File: src/rtl/mrrim_pkg.sv
// Package for the multi-reader ring index manager: sizes, codes and types.
// No dependencies.
`timescale 1ns / 1ps
`default_nettype none
package mrrim_pkg;
   localparam int RING_DEPTH = 256;
   localparam int READERS = 8;
   localparam int IW = 9;          // slot index and count width
   localparam int RW = 3;          // reader index width
   localparam int LW = 16;         // lost counter width
   localparam logic [LW-1:0] LOST_MAX = {LW{1'b1}};

   typedef enum logic [2:0] {
      ACT_RESERVE = 3'd0, ACT_COMMIT = 3'd1, ACT_ADD = 3'd2, ACT_REMOVE = 3'd3,
      ACT_READ_DATA = 3'd4, ACT_READ_COND = 3'd5, ACT_LATEST = 3'd6, ACT_NOP = 3'd7
   } action_type;

   typedef enum logic [2:0] {
      ST_OK = 3'd0, ST_TOO_LARGE = 3'd1, ST_RESERVED = 3'd2, ST_OVER_RES = 3'd3,
      ST_BAD_COUNT = 3'd4, ST_DUP = 3'd5, ST_UNKNOWN = 3'd6, ST_SPARE = 3'd7
   } status_type;

   typedef enum logic [1:0] {
      K_UNUSED = 2'd0, K_PENDING = 2'd1, K_ACTIVE = 2'd2, K_SPARE = 2'd3
   } kind_type;

   typedef enum logic [3:0] {
      S_IDLE, S_INV_WRAP, S_INV_MAIN, S_COMMIT, S_RD1, S_RD2, S_REMOVE, S_DONE
   } state_type;
endpackage
`default_nettype wire

File: src/rtl/multi_reader_ring_index_manager.sv
// Multi-reader ring index manager top level: sequencer and reader table.
// Uses mrrim_pkg.
// Reserve and commit walk the reader table, reserve twice when the block wraps;
// one request is handled at a time.
// The result sits in an output register; the next request is taken once it leaves.
// Synchronous active-high reset: ring empty, no readers, ring_length 256.
`timescale 1ns / 1ps
`default_nettype none
module multi_reader_ring_index_manager
   import mrrim_pkg::*;
(
   input  wire logic          clock,
   input  wire logic          reset,
   input  wire logic          req_valid,
   output logic               req_ready,
   input  wire logic [2:0]    req_action,
   input  wire logic [8:0]    req_item_count,
   input  wire logic [2:0]    req_reader_id,
   input  wire logic [1:0]    req_listen_mode,
   output logic               rsp_valid,
   input  wire logic          rsp_ready,
   output logic [2:0]         rsp_status,
   output logic [7:0]         rsp_first_start,
   output logic [8:0]         rsp_first_count,
   output logic [8:0]         rsp_second_count,
   output logic [15:0]        rsp_lost_count,
   input  wire logic          csr_write,
   input  wire logic [8:0]    csr_data
);
   // state registers
   state_type state_ff;
   logic [IW-1:0] len_cfg_ff, head_ff, vend_ff, resv_ff, latest_ff;
   logic latest_v_ff;
   logic [READERS-1:0] use_ff;
   logic [IW-1:0] dtail_ff [READERS], ctail_ff [READERS];
   kind_type dkind_ff [READERS], ckind_ff [READERS];
   logic [IW-1:0] davl_ff [READERS], cavl_ff [READERS];
   logic [LW-1:0] lost_ff [READERS];
   // request registers
   logic [IW-1:0] cnt_ff;
   logic [RW-1:0] rid_ff;
   logic [RW-1:0] idx_ff;
   logic [IW:0] inv_n_ff;
   logic [IW-1:0] want_ff, got_ff;
   logic part_ff, done_ff;
   logic [2:0] st_ff;
   logic [7:0] fs_ff;
   logic [IW-1:0] c1_ff, c2_ff;
   logic [LW-1:0] lo_ff;

   // ring length in use, held to 1..RING_DEPTH
   logic [IW-1:0] eff_len;
   always_comb begin
      if (len_cfg_ff == '0) eff_len = IW'(1);
      else if (len_cfg_ff > IW'(RING_DEPTH)) eff_len = IW'(RING_DEPTH);
      else eff_len = len_cfg_ff;
   end

   assign req_ready = (state_ff == S_IDLE) && !rsp_valid;
   assign rsp_status = st_ff;
   assign rsp_first_start = fs_ff;
   assign rsp_first_count = c1_ff;
   assign rsp_second_count = c2_ff;
   assign rsp_lost_count = lo_ff;

   // available items for a tail at the present head
   function automatic logic [IW-1:0] avail_f(input logic [IW-1:0] tail,
         input logic [IW-1:0] head, input logic [IW-1:0] vend, input logic more);
      logic [IW:0] v;
      begin
         if (tail == head) v = more ? {1'b0, vend} : '0;
         else if (tail < head) v = {1'b0, head} - {1'b0, tail};
         else v = {1'b0, vend} - {1'b0, tail} + {1'b0, head};
         if (v[IW]) v = '0;
         avail_f = v[IW-1:0];
      end
   endfunction

   // shared per-reader datapath for the walked entry
   logic [IW:0] inv_end, loss_at;
   logic [IW-1:0] new_tail;
   logic [IW:0] dd;
   logic [LW:0] lsum;
   always_comb begin
      inv_end = {1'b0, head_ff} + inv_n_ff;
      loss_at = (inv_end > {1'b0, vend_ff}) ? {1'b0, vend_ff} : inv_end;
      new_tail = (inv_end >= {1'b0, vend_ff}) ? '0 : inv_end[IW-1:0];
      dd = loss_at - {1'b0, dtail_ff[idx_ff]};
      lsum = {1'b0, lost_ff[idx_ff]} + LW'(dd[IW-1:0]);
   end

   // read data pass terms
   logic [IW-1:0] rt, ra;
   logic [IW:0] pass_avl, rem;
   logic pass_done;
   always_comb begin
      rt = dtail_ff[rid_ff];
      ra = davl_ff[rid_ff];
      rem = {1'b0, want_ff} - {1'b0, got_ff};
      pass_done = 1'b0;
      pass_avl = '0;
      if (ra == '0) pass_done = 1'b1;
      else if (rt < head_ff) begin
         pass_avl = {1'b0, head_ff} - {1'b0, rt};
         if (rem < pass_avl) pass_avl = rem;
         pass_done = 1'b1;
      end else begin
         pass_avl = {1'b0, vend_ff} - {1'b0, rt};
         if ({1'b0, want_ff} <= pass_avl) begin
            pass_avl = {1'b0, want_ff};
            pass_done = 1'b1;
         end
      end
      if (pass_avl[IW]) pass_avl = '0;
   end

   logic last_idx;
   assign last_idx = (idx_ff == RW'(READERS - 1));

   // sequencer and table update
   always_ff @(posedge clock) begin
      logic [IW:0] tot;
      logic [IW-1:0] t2;
      logic [IW:0] ca;
      if (reset) begin
         state_ff <= S_IDLE;
         len_cfg_ff <= IW'(RING_DEPTH);
         head_ff <= '0; vend_ff <= '0; resv_ff <= '0; latest_ff <= '0;
         latest_v_ff <= 1'b0; use_ff <= '0; rsp_valid <= 1'b0;
         for (int r = 0; r < READERS; r++) begin
            dtail_ff[r] <= '0; ctail_ff[r] <= '0; davl_ff[r] <= '0; cavl_ff[r] <= '0;
            dkind_ff[r] <= K_UNUSED; ckind_ff[r] <= K_UNUSED; lost_ff[r] <= '0;
         end
      end else begin
         if (rsp_valid && rsp_ready) rsp_valid <= 1'b0;
         if (csr_write) begin
            len_cfg_ff <= csr_data;
            head_ff <= '0; vend_ff <= '0; resv_ff <= '0; latest_ff <= '0;
            latest_v_ff <= 1'b0;
            for (int r = 0; r < READERS; r++) begin
               dtail_ff[r] <= '0; ctail_ff[r] <= '0; davl_ff[r] <= '0; cavl_ff[r] <= '0;
               if (dkind_ff[r] != K_UNUSED) dkind_ff[r] <= K_ACTIVE;
               if (ckind_ff[r] != K_UNUSED) ckind_ff[r] <= K_ACTIVE;
            end
         end
         case (state_ff)
            S_IDLE: begin
               if (req_valid && req_ready) begin
                  cnt_ff <= req_item_count; rid_ff <= req_reader_id;
                  idx_ff <= '0;
                  st_ff <= ST_OK; fs_ff <= '0; c1_ff <= '0; c2_ff <= '0; lo_ff <= '0;
                  case (action_type'(req_action))
                     ACT_RESERVE: begin
                        if (req_item_count > eff_len) begin
                           st_ff <= ST_TOO_LARGE; state_ff <= S_DONE;
                        end else if (resv_ff != '0) begin
                           st_ff <= ST_RESERVED; state_ff <= S_DONE;
                        end else if ({1'b0, head_ff} + {1'b0, req_item_count}
                                     > {1'b0, eff_len}) begin
                           inv_n_ff <= {1'b0, eff_len}; state_ff <= S_INV_WRAP;
                        end else begin
                           inv_n_ff <= {1'b0, req_item_count}; state_ff <= S_INV_MAIN;
                        end
                     end
                     ACT_COMMIT: begin
                        tot = {1'b0, head_ff} + {1'b0, req_item_count};
                        if (req_item_count > resv_ff) begin
                           st_ff <= ST_OVER_RES; state_ff <= S_DONE;
                        end else if (tot > {1'b0, eff_len}) begin
                           st_ff <= ST_BAD_COUNT; resv_ff <= '0; state_ff <= S_DONE;
                        end else if (req_item_count == '0) begin
                           resv_ff <= '0; state_ff <= S_DONE;
                        end else begin
                           latest_ff <= tot[IW-1:0] - IW'(1); latest_v_ff <= 1'b1;
                           if ({1'b0, vend_ff} < tot) vend_ff <= tot[IW-1:0];
                           head_ff <= (tot == {1'b0, eff_len}) ? '0 : tot[IW-1:0];
                           resv_ff <= '0; state_ff <= S_COMMIT;
                        end
                     end
                     ACT_ADD: begin
                        if (use_ff[req_reader_id]) st_ff <= ST_DUP;
                        else begin
                           use_ff[req_reader_id] <= 1'b1;
                           dkind_ff[req_reader_id] <= K_UNUSED;
                           ckind_ff[req_reader_id] <= K_UNUSED;
                           dtail_ff[req_reader_id] <= '0; ctail_ff[req_reader_id] <= '0;
                           davl_ff[req_reader_id] <= '0; cavl_ff[req_reader_id] <= '0;
                           lost_ff[req_reader_id] <= '0;
                           if (req_listen_mode == 2'd0) begin
                              if (resv_ff != '0) dkind_ff[req_reader_id] <= K_PENDING;
                              else begin
                                 dtail_ff[req_reader_id] <= head_ff;
                                 dkind_ff[req_reader_id] <= K_ACTIVE;
                              end
                           end else if (req_listen_mode == 2'd1) begin
                              ctail_ff[req_reader_id] <= head_ff;
                              ckind_ff[req_reader_id] <= K_ACTIVE;
                           end
                        end
                        state_ff <= S_DONE;
                     end
                     ACT_REMOVE: begin
                        if (!use_ff[req_reader_id]) st_ff <= ST_UNKNOWN;
                        else begin
                           use_ff[req_reader_id] <= 1'b0;
                           dkind_ff[req_reader_id] <= K_UNUSED;
                           ckind_ff[req_reader_id] <= K_UNUSED;
                           davl_ff[req_reader_id] <= '0; cavl_ff[req_reader_id] <= '0;
                           lost_ff[req_reader_id] <= '0;
                        end
                        state_ff <= S_REMOVE;
                     end
                     ACT_READ_DATA: begin
                        if (!use_ff[req_reader_id]) begin
                           st_ff <= ST_UNKNOWN; state_ff <= S_DONE;
                        end else begin
                           lo_ff <= lost_ff[req_reader_id];
                           lost_ff[req_reader_id] <= '0;
                           if (dkind_ff[req_reader_id] == K_ACTIVE) begin
                              want_ff <= (req_item_count < davl_ff[req_reader_id]) ?
                                         req_item_count : davl_ff[req_reader_id];
                              got_ff <= '0; part_ff <= 1'b0; done_ff <= 1'b0;
                              fs_ff <= dtail_ff[req_reader_id][7:0];
                              state_ff <= S_RD1;
                           end else begin
                              if (dkind_ff[req_reader_id] == K_PENDING) begin
                                 dtail_ff[req_reader_id] <= head_ff;
                                 davl_ff[req_reader_id] <= '0;
                                 dkind_ff[req_reader_id] <= K_ACTIVE;
                              end
                              if (ckind_ff[req_reader_id] == K_ACTIVE)
                                 cavl_ff[req_reader_id] <= avail_f(ctail_ff[req_reader_id],
                                    head_ff, vend_ff, 1'b0);
                              state_ff <= S_DONE;
                           end
                        end
                     end
                     ACT_READ_COND: begin
                        if (!use_ff[req_reader_id]) st_ff <= ST_UNKNOWN;
                        else if (ckind_ff[req_reader_id] == K_ACTIVE) begin
                           t2 = ctail_ff[req_reader_id];
                           fs_ff <= t2[7:0];
                           if (cavl_ff[req_reader_id] != '0) begin
                              if (t2 >= head_ff) begin
                                 ca = {1'b0, vend_ff} - {1'b0, t2};
                                 c1_ff <= ca[IW] ? '0 : ca[IW-1:0];
                                 c2_ff <= head_ff;
                              end else c1_ff <= head_ff - t2;
                           end
                           ctail_ff[req_reader_id] <= head_ff;
                           cavl_ff[req_reader_id] <= '0;
                        end
                        state_ff <= S_DONE;
                     end
                     ACT_LATEST: begin
                        if (latest_v_ff) begin
                           fs_ff <= latest_ff[7:0]; c1_ff <= IW'(1);
                        end
                        state_ff <= S_DONE;
                     end
                     default: state_ff <= S_DONE;
                  endcase
               end
            end
            // one reader per cycle: move overrun tails past the block
            S_INV_WRAP, S_INV_MAIN: begin
               if (use_ff[idx_ff]) begin
                  logic [IW-1:0] dt, ct;
                  kind_type dk, ck;
                  logic hit;
                  dt = dtail_ff[idx_ff]; ct = ctail_ff[idx_ff];
                  dk = dkind_ff[idx_ff]; ck = ckind_ff[idx_ff];
                  hit = 1'b0;
                  if (dk == K_ACTIVE && davl_ff[idx_ff] != '0 && dt >= head_ff &&
                      {1'b0, dt} < inv_end) begin
                     if (!dd[IW] && dd != '0)
                        lost_ff[idx_ff] <= lsum[LW] ? LOST_MAX : lsum[LW-1:0];
                     dt = new_tail; hit = 1'b1;
                     if (ck == K_PENDING) ck = K_ACTIVE;
                  end
                  if (ck == K_ACTIVE && cavl_ff[idx_ff] != '0 && ct >= head_ff &&
                      {1'b0, ct} < inv_end) begin
                     ct = new_tail; hit = 1'b1;
                  end
                  if (hit) begin
                     dtail_ff[idx_ff] <= dt; ctail_ff[idx_ff] <= ct;
                     if (dk == K_ACTIVE)
                        davl_ff[idx_ff] <= avail_f(dt, head_ff, vend_ff, 1'b0);
                     else if (dk == K_PENDING) begin
                        dtail_ff[idx_ff] <= head_ff; davl_ff[idx_ff] <= '0;
                        dkind_ff[idx_ff] <= K_ACTIVE;
                     end
                     if (ckind_ff[idx_ff] == K_ACTIVE)
                        cavl_ff[idx_ff] <= avail_f(ct, head_ff, vend_ff, 1'b0);
                     else if (ckind_ff[idx_ff] == K_PENDING) begin
                        ctail_ff[idx_ff] <= head_ff; cavl_ff[idx_ff] <= '0;
                        ckind_ff[idx_ff] <= K_ACTIVE;
                     end
                  end
               end
               idx_ff <= idx_ff + RW'(1);
               if (last_idx) begin
                  if (inv_end >= {1'b0, vend_ff}) vend_ff <= head_ff;
                  idx_ff <= '0;
                  if (state_ff == S_INV_WRAP) begin
                     head_ff <= '0; inv_n_ff <= {1'b0, cnt_ff};
                     state_ff <= S_INV_MAIN;
                  end else begin
                     resv_ff <= cnt_ff; fs_ff <= head_ff[7:0];
                     state_ff <= S_DONE;
                  end
               end
            end
            // refresh every reader in use after a commit
            S_COMMIT: begin
               if (use_ff[idx_ff]) begin
                  if (dkind_ff[idx_ff] == K_PENDING) begin
                     dtail_ff[idx_ff] <= head_ff; davl_ff[idx_ff] <= '0;
                     dkind_ff[idx_ff] <= K_ACTIVE;
                  end else if (dkind_ff[idx_ff] == K_ACTIVE)
                     davl_ff[idx_ff] <= avail_f(dtail_ff[idx_ff], head_ff, vend_ff, 1'b1);
                  if (ckind_ff[idx_ff] == K_PENDING) begin
                     ctail_ff[idx_ff] <= head_ff; cavl_ff[idx_ff] <= '0;
                     ckind_ff[idx_ff] <= K_ACTIVE;
                  end else if (ckind_ff[idx_ff] == K_ACTIVE)
                     cavl_ff[idx_ff] <= avail_f(ctail_ff[idx_ff], head_ff, vend_ff, 1'b1);
               end
               idx_ff <= idx_ff + RW'(1);
               if (last_idx) state_ff <= S_DONE;
            end
            S_REMOVE: begin
               if (use_ff == '0) resv_ff <= '0;
               state_ff <= S_DONE;
            end
            // data read: up to two passes
            S_RD1, S_RD2: begin
               if (done_ff) state_ff <= S_DONE;
               else begin
                  logic [IW-1:0] nt;
                  nt = rt + pass_avl[IW-1:0];
                  got_ff <= got_ff + pass_avl[IW-1:0];
                  if (!part_ff) c1_ff <= c1_ff + pass_avl[IW-1:0];
                  else c2_ff <= c2_ff + pass_avl[IW-1:0];
                  if (nt == vend_ff && vend_ff != head_ff) begin
                     nt = '0; part_ff <= 1'b1;
                  end
                  dtail_ff[rid_ff] <= nt;
                  davl_ff[rid_ff] <= avail_f(nt, head_ff, vend_ff, 1'b0);
                  if (ckind_ff[rid_ff] == K_ACTIVE)
                     cavl_ff[rid_ff] <= avail_f(ctail_ff[rid_ff], head_ff, vend_ff, 1'b0);
                  done_ff <= pass_done;
                  state_ff <= (state_ff == S_RD1) ? S_RD2 : S_DONE;
               end
            end
            S_DONE: begin
               rsp_valid <= 1'b1;
               state_ff <= S_IDLE;
            end
            default: state_ff <= S_IDLE;
         endcase
      end
   end

   // checks
   a_ready_idle: assert property (@(posedge clock) disable iff (reset)
      req_ready |-> (state_ff == S_IDLE)) else $error("ready while busy");
   a_rsp_after_done: assert property (@(posedge clock) disable iff (reset)
      $rose(rsp_valid) |-> $past(state_ff == S_DONE)) else $error("stray response");
   a_walk_ends: assert property (@(posedge clock) disable iff (reset)
      (state_ff == S_COMMIT && last_idx) |=> (state_ff == S_DONE))
      else $error("commit walk did not end");
endmodule
`default_nettype wire
File: config.mk
export PLATFORM = sky130hd
export DESIGN_NAME = multi_reader_ring_index_manager
export DESIGN_NICKNAME = d
export VERILOG_FILES = /design/src/rtl/mrrim_pkg.sv /design/src/rtl/multi_reader_ring_index_manager.sv
export SDC_FILE = /design/constraint.sdc
export NUM_CORES = 2
export LEC_CHECK = 0
export ABC_AREA = 1
export BUFFER_PORTS_ARGS = -buffer_cell sky130_fd_sc_hd__buf_2
export CAP_MARGIN = 15
export CORE_MARGIN = 1.5
export CORE_UTILIZATION = 25
export DETAILED_ROUTE_END_ITERATION = 16
export GPL_TIMING_DRIVEN = 0
export PLACE_DENSITY = 0.39
export REMOVE_ABC_BUFFERS = 1
export SETUP_SLACK_MARGIN = 0.05
export SYNTH_ARGS = -nofsm -noshare
export SYNTH_HDL_FRONTEND = slang
export SYNTH_SLANG_ARGS = --single-unit
File: constraint.sdc
create_clock -name clock -period 8.9 [get_ports clock]
set_input_delay 2.225 -clock clock [delete_from_list [all_inputs] [get_ports clock]]
set_output_delay 2.225 -clock clock [all_outputs]
set_load 0.02 [all_outputs]
Word level (Yosys, flattened, before mapping):

Memory sizes are Yosys's and may differ from the RTL's. A register that Yosys moved wholly into a read port is not among the register bits.
Cells that the tools add are included.

* $add $sub $neg: 35
* magnitude comparators: 26
* equal/unequal tests: 51
* mux-type cells: 574
* bitwise operators: 81
* reduce and logical (&&, ||, !) cells: 75

Operators by type and width (count)
* $mux W9: 170
* $mux W10: 59
* $mux W1: 247
* $sub A9 B9 Y10: 17
* $pmux W9 S2: 6
* $mux W3: 34
* $lt A9 B9 Y1: 9
* $mux W16: 5
* $mux W8: 10
* $or A1 B1 Y1: 77
* $eq A9 B9 Y1: 8
* $add A10 B9 Y10: 7
* $reduce_or A9 Y1: 7
* $mux W2: 26
* $reduce_bool A2 Y1: 20
* $add A9 B9 Y9: 4
* $reduce_bool A9 Y1: 4
* $pmux W8 S2: 2
* $reduce_or A16 Y1: 2
* $lt A9 B10 Y1: 3
* $ge A9 B9 Y1: 3
* $logic_not A9 Y1: 3
* $pmux W9 S3: 1
* $ne A2 B2 Y1 const B: 12
* other kinds (57): 106

* bits in registers: 133
* bits in writable memories: 440
* input bits: 31
* output and inout port bits: 47
* word-level logic and storage cells: 870
* memories kept: 7

Memory list
* lost_ff: words 8, bits a word 16, rd ports 2, clocked after memory_dff 2, wr ports 8, RTL line multi_reader_ring_index_manager.sv:38 `logic [LW-1:0] lost_ff [READERS];`
* cavl_ff: words 8, bits a word 9, rd ports 2, clocked after memory_dff 1, wr ports 9, RTL line multi_reader_ring_index_manager.sv:37 `logic [IW-1:0] davl_ff [READERS], cavl_ff [READERS];`
* ctail_ff: words 8, bits a word 9, rd ports 3, clocked after memory_dff 2, wr ports 9, RTL line multi_reader_ring_index_manager.sv:35 `logic [IW-1:0] dtail_ff [READERS], ctail_ff [READERS];`
* davl_ff: words 8, bits a word 9, rd ports 3, clocked after memory_dff 2, wr ports 9, RTL line multi_reader_ring_index_manager.sv:37
* dtail_ff: words 8, bits a word 9, rd ports 3, clocked after memory_dff 2, wr ports 9, RTL line multi_reader_ring_index_manager.sv:35
* dkind_ff: words 8, bits a word 2, rd ports 10, clocked after memory_dff 1, wr ports 9, RTL line multi_reader_ring_index_manager.sv:36 `kind_type dkind_ff [READERS], ckind_ff [READERS];`
* 1 more memories

Logic depth before layout (Yosys ltp):

* word-level depth: 36
* gate-level depth with buffers: 61
* depth with buffers taken out: 58

Least setup slack after synthesis:

Ideal clock, no wire load.

* kind: register -> register
* start point: register with a tool-made name
* end point: memory davl_ff[0][8], data pin
* setup time: 0.276 ns
* arrival time: 9.010 ns
* required time: 8.624 ns
* slack: -0.386 ns
* cell stages (with the launch flop): 52
* buffers on the path: 3
* clock period less this slack: 9.286 ns
* path through: dfxtp_1 -> clkbuf_1 -> clkbuf_1 -> clkbuf_1 -> o21ai_0 -> o22ai_1 -> nor2_1 -> a31oi_1 -> ha_1 -> inv_1 -> fa_1 -> nand3_1 -> nand2_1 -> nand2_1 -> o211ai_1 -> xor2_1 -> ha_1 -> nand2_1 -> (+16 left out) -> nand4_1 -> nor3_1 -> nand3_2 -> nand2_1 -> inv_1 -> fa_1 -> fa_1 -> o21ai_0 -> a21oi_1 -> o21ai_0 -> nand2_1 -> nand2_1 -> a21oi_1 -> xnor2_1 -> o21ai_0 -> nor2_1 -> a21oi_1 -> nor3_1

RTL lines (RTL line)
* to (decl): multi_reader_ring_index_manager.sv:37

==> metrics list <==
- The congestion estimate from routability-driven global placement came to 0.903.
* Average detailed-routed wire length per instance: 24.8 microns
- Count of TritonRoute iterations in the first routing pass: 6
- Worst Max-Slew Pin Slew: 1270 ps
- The cell count after synthesis came out at 6240.
- Critical Path End Type: flip-flop
- Most common flop cell mapped by yosys: sky130_fd_sc_hd__edfxtp_1
* Clock tree from TritonCTS: done
- Once detail routing completed, the nets flagged for antenna violations numbered 0.
* Total wire length: 222 mm
* Mapped cell area: 47500 sq um
* Violations in the final reports: setup timing
- Source-to-sink clock delay at the later pin of the worst-skew pair: 740 ps
- Once the floorplan was initialized, standard cells occupied 25.2% of the core.
- Clock-pin slew was measured on the worst setup and hold paths at 60 ps.
* Largest fanout on the critical path: 9
- Area growth from synthesis to layout: 19.6%
- After routing, the total negative slack on setup checks comes to -4130 ps.
- The critical path is of the reg -> reg type.
* Number of port buffers: 77
- Counting every sink on the clock net gives 592.
* Most Frequent Cell on Critical Path: sky130_fd_sc_hd__o21ai_2
- The slowest stage of the critical path is the sky130_fd_sc_hd__fa_1 cell.
- Ranking of synthesized cells by instance count: sky130_fd_sc_hd__nand2_1, sky130_fd_sc_hd__nor2_1, sky130_fd_sc_hd__inv_1
- The flow ran to the end, but the final reports show violations.
* Layout cell share with drive strength beyond 1: 12.3%
- Die Width: 439 microns
- Crit share post-route: 101%
* Post-Layout Cell Count: 8936
- Sum of overflow across all layers after global routing: 0
- Critical path arrival: 9430 ps
- Final setup fails: 70
- The biggest area contributor in the post-synthesis netlist is sky130_fd_sc_hd__edfxtp_1.
- Among all cell types in the netlist, the one instantiated most often is sky130_fd_sc_hd__nand2_1.
- Measured against its own limit, the worst slew margin works out to 15.2%.
* Final instance area: 56800 sq um
- Standard cell core area: 188000 sq um
* Maximum clock frequency: 0.111 GHz
- Overall die area: 193000 sq um
- The clock arrives with 96.5 ps of skew.
- Counting flops with a built-in enable in the synthesized netlist gives 524.
- The tool flagged a number of max-cap violations equal to 0.
* Fin crit period: 9010 ps
- The top cell type by area accounts for 33.1% of the synthesized area.
* Share of synthesized area occupied by flip-flops and latches: 36.0%
- The number of antenna violations at the first check in global routing came to 8.
- Of all flip-flops after synthesis, the portion carrying an async set or reset was 0%.
- For this block, the initial DRC count from the detailed router was 4389.
* Data required time of the critical path: 9320 ps
* Worst Setup Start Kind: flip-flop
- RSZ-0062 raised after global routing: yes
- Routed via count divided by cell count: 5.16
- Number of buffers added by the clock tree synthesis step: 78
- 78 I/O pins were placed.
- # H-tree levels: 3
- Smallest setup slack after layout: -113 ps
- Yosys warning total: 0
* Largest net degree at the start of global routing: 89
- Sorting the synthesized cells by area gives the leading types as sky130_fd_sc_hd__edfxtp_1, sky130_fd_sc_hd__nand2_1, sky130_fd_sc_hd__ha_1.
* Fraction of the core area covered by cells at the end of the flow: 30.2%
* Path type of the worst min-delay path: reg -> reg
- At the end of the flow, the number of nets in the layout was 6805.
- Post-synthesis area per instance: 7.61 sq um
* Clock Path Buffers: 3
* Total of hold buffers inserted after clock tree synthesis: 0
- Number of core rows: 159
- The number of pins with negative max-slew slack in the final report was 0.
* Wire length of the first global-routing pass: 312 mm
* Half-perimeter wire length after placement: 155 mm
- Die Span Y: 439 microns
* Master cell of the clock root buffer: sky130_fd_sc_hd__clkbuf_16
- For this run, the slowest stage of the critical path takes 460 ps.
- Placed cell count: 8648
- Total number of vias: 46116
- The synthesized netlist contains 71 unique library cells.
* Placed Instance Area: 51200 sq um
- Hold violation total from the final report: 0
- Synthesis inferred 592 register bits.
- Global routing used 22.2% of the available tracks across all layers.
- DRC violations left: 0
* Number of global-route vias before repair: 43495
[through the flow]
stage                     hold WS (ps)  setup WS (ps)
after floorplan                    420          -1790
after global placement             442          -9390
after detailed placement           444          -4210
after CTS                          460          -88.4
after global routing               495           -574
final                              458           -113
[cells in the final DEF, fill, tap and decap left out, types with 60 or more instances in the layout]
cell type / synthesis / layout
sky130_fd_sc_hd__nand3_1: 236 / 227
sky130_fd_sc_hd__o21ai_0: 601 / 555
sky130_fd_sc_hd__fa_1: 74 / 70
sky130_fd_sc_hd__xor2_1: 112 / 108
sky130_fd_sc_hd__buf_4: 5 / 104
sky130_fd_sc_hd__o211ai_1: 62 / 62
sky130_fd_sc_hd__buf_2: 62 / 79
sky130_fd_sc_hd__nand2_1: 1120 / 1088
sky130_fd_sc_hd__ha_1: 328 / 305
sky130_fd_sc_hd__nor3_1: 160 / 119
sky130_fd_sc_hd__a21oi_1: 494 / 471
sky130_fd_sc_hd__o22ai_1: 60 / 60
sky130_fd_sc_hd__clkbuf_16: 0 / 82
sky130_fd_sc_hd__nor2_1: 819 / 784
sky130_fd_sc_hd__edfxtp_1: 524 / 524
sky130_fd_sc_hd__inv_1: 780 / 746
[flip-flops by register name, summed over array words and instances, names as in the netlist, 16 cells and up, named ones only]
signal / count
dkind_ff: 16
lost_ff: 128
dtail_ff: 72
rsp_lost_count: 16
cavl_ff: 72
ctail_ff: 72
davl_ff: 72
[critical path, delay by kind of cell, from the launching register on]
family                     cells  cell delay, ps
DFF                            1             420
adders and majority gates      6            2050
and+or+nand+nor               16            1900
buffers and inverters         11            1300
AOI/OAI and AO/OA             15            2200
xor gates and xnor gates       4             780
[logic make-up after synthesis]
family	share of synthesized area (%)
and+or+nand+nor	22.3
AOI/OAI and AO/OA	18.4
buffers and inverters	8.46
DFF	36.0
adders and majority gates	11.8
xor gates and xnor gates	3.02
muxes	0.0632
[layout make-up]
class | count | area [sq um]
fillers | 20341 | 131000
multi-input cells | 4621 | 27800
flip-flops and latches | 592 | 17100
inverters | 806 | 3140
well taps | 2495 | 3120
repair buffers | 270 | 2910
clock buffers | 101 | 2140
clock inverters | 41 | 552
repair inverters | 3 | 21.3
diodes | 7 | 17.5
[routing by layer]
| layer | global-route usage (%) | vias to the layer above | part of all wire (%) |
|---|---|---|---|
| met1 | 31.2 | 22545 | 46 |
| met5 | 0 | - | 0.0059 |
| met2 | 36.0 | 1650 | 45 |
| met3 | 2.11 | 328 | 5.9 |
| met4 | 6.68 | 2 | 3.2 |
| li1 | - | 21591 | - |
[final timing paths]
path | startpoint | to | slack [ps] | cells past startpoint
hold reg to reg | latest_v_ff | latest_v_ff | 460 | 2
setup / recovery | flip-flop | davl_ff[2][8] | -110 | 52
setup reg to reg | flip-flop | davl_ff[2][8] | -110 | 52
hold / removal | latest_v_ff | latest_v_ff | 460 | 2
[repair_timing]
item / CTS / global route
buffers inserted: 93 / 33
cloned: 4 / 2
pin swaps: 116 / 56
setup endpoints to repair: 375 / 375
gates resized for setup: 272 / 92
Power is left out: the tool's default activity adds up to more than one toggle a clock period on the data nets, which glitch-free logic cannot reach.
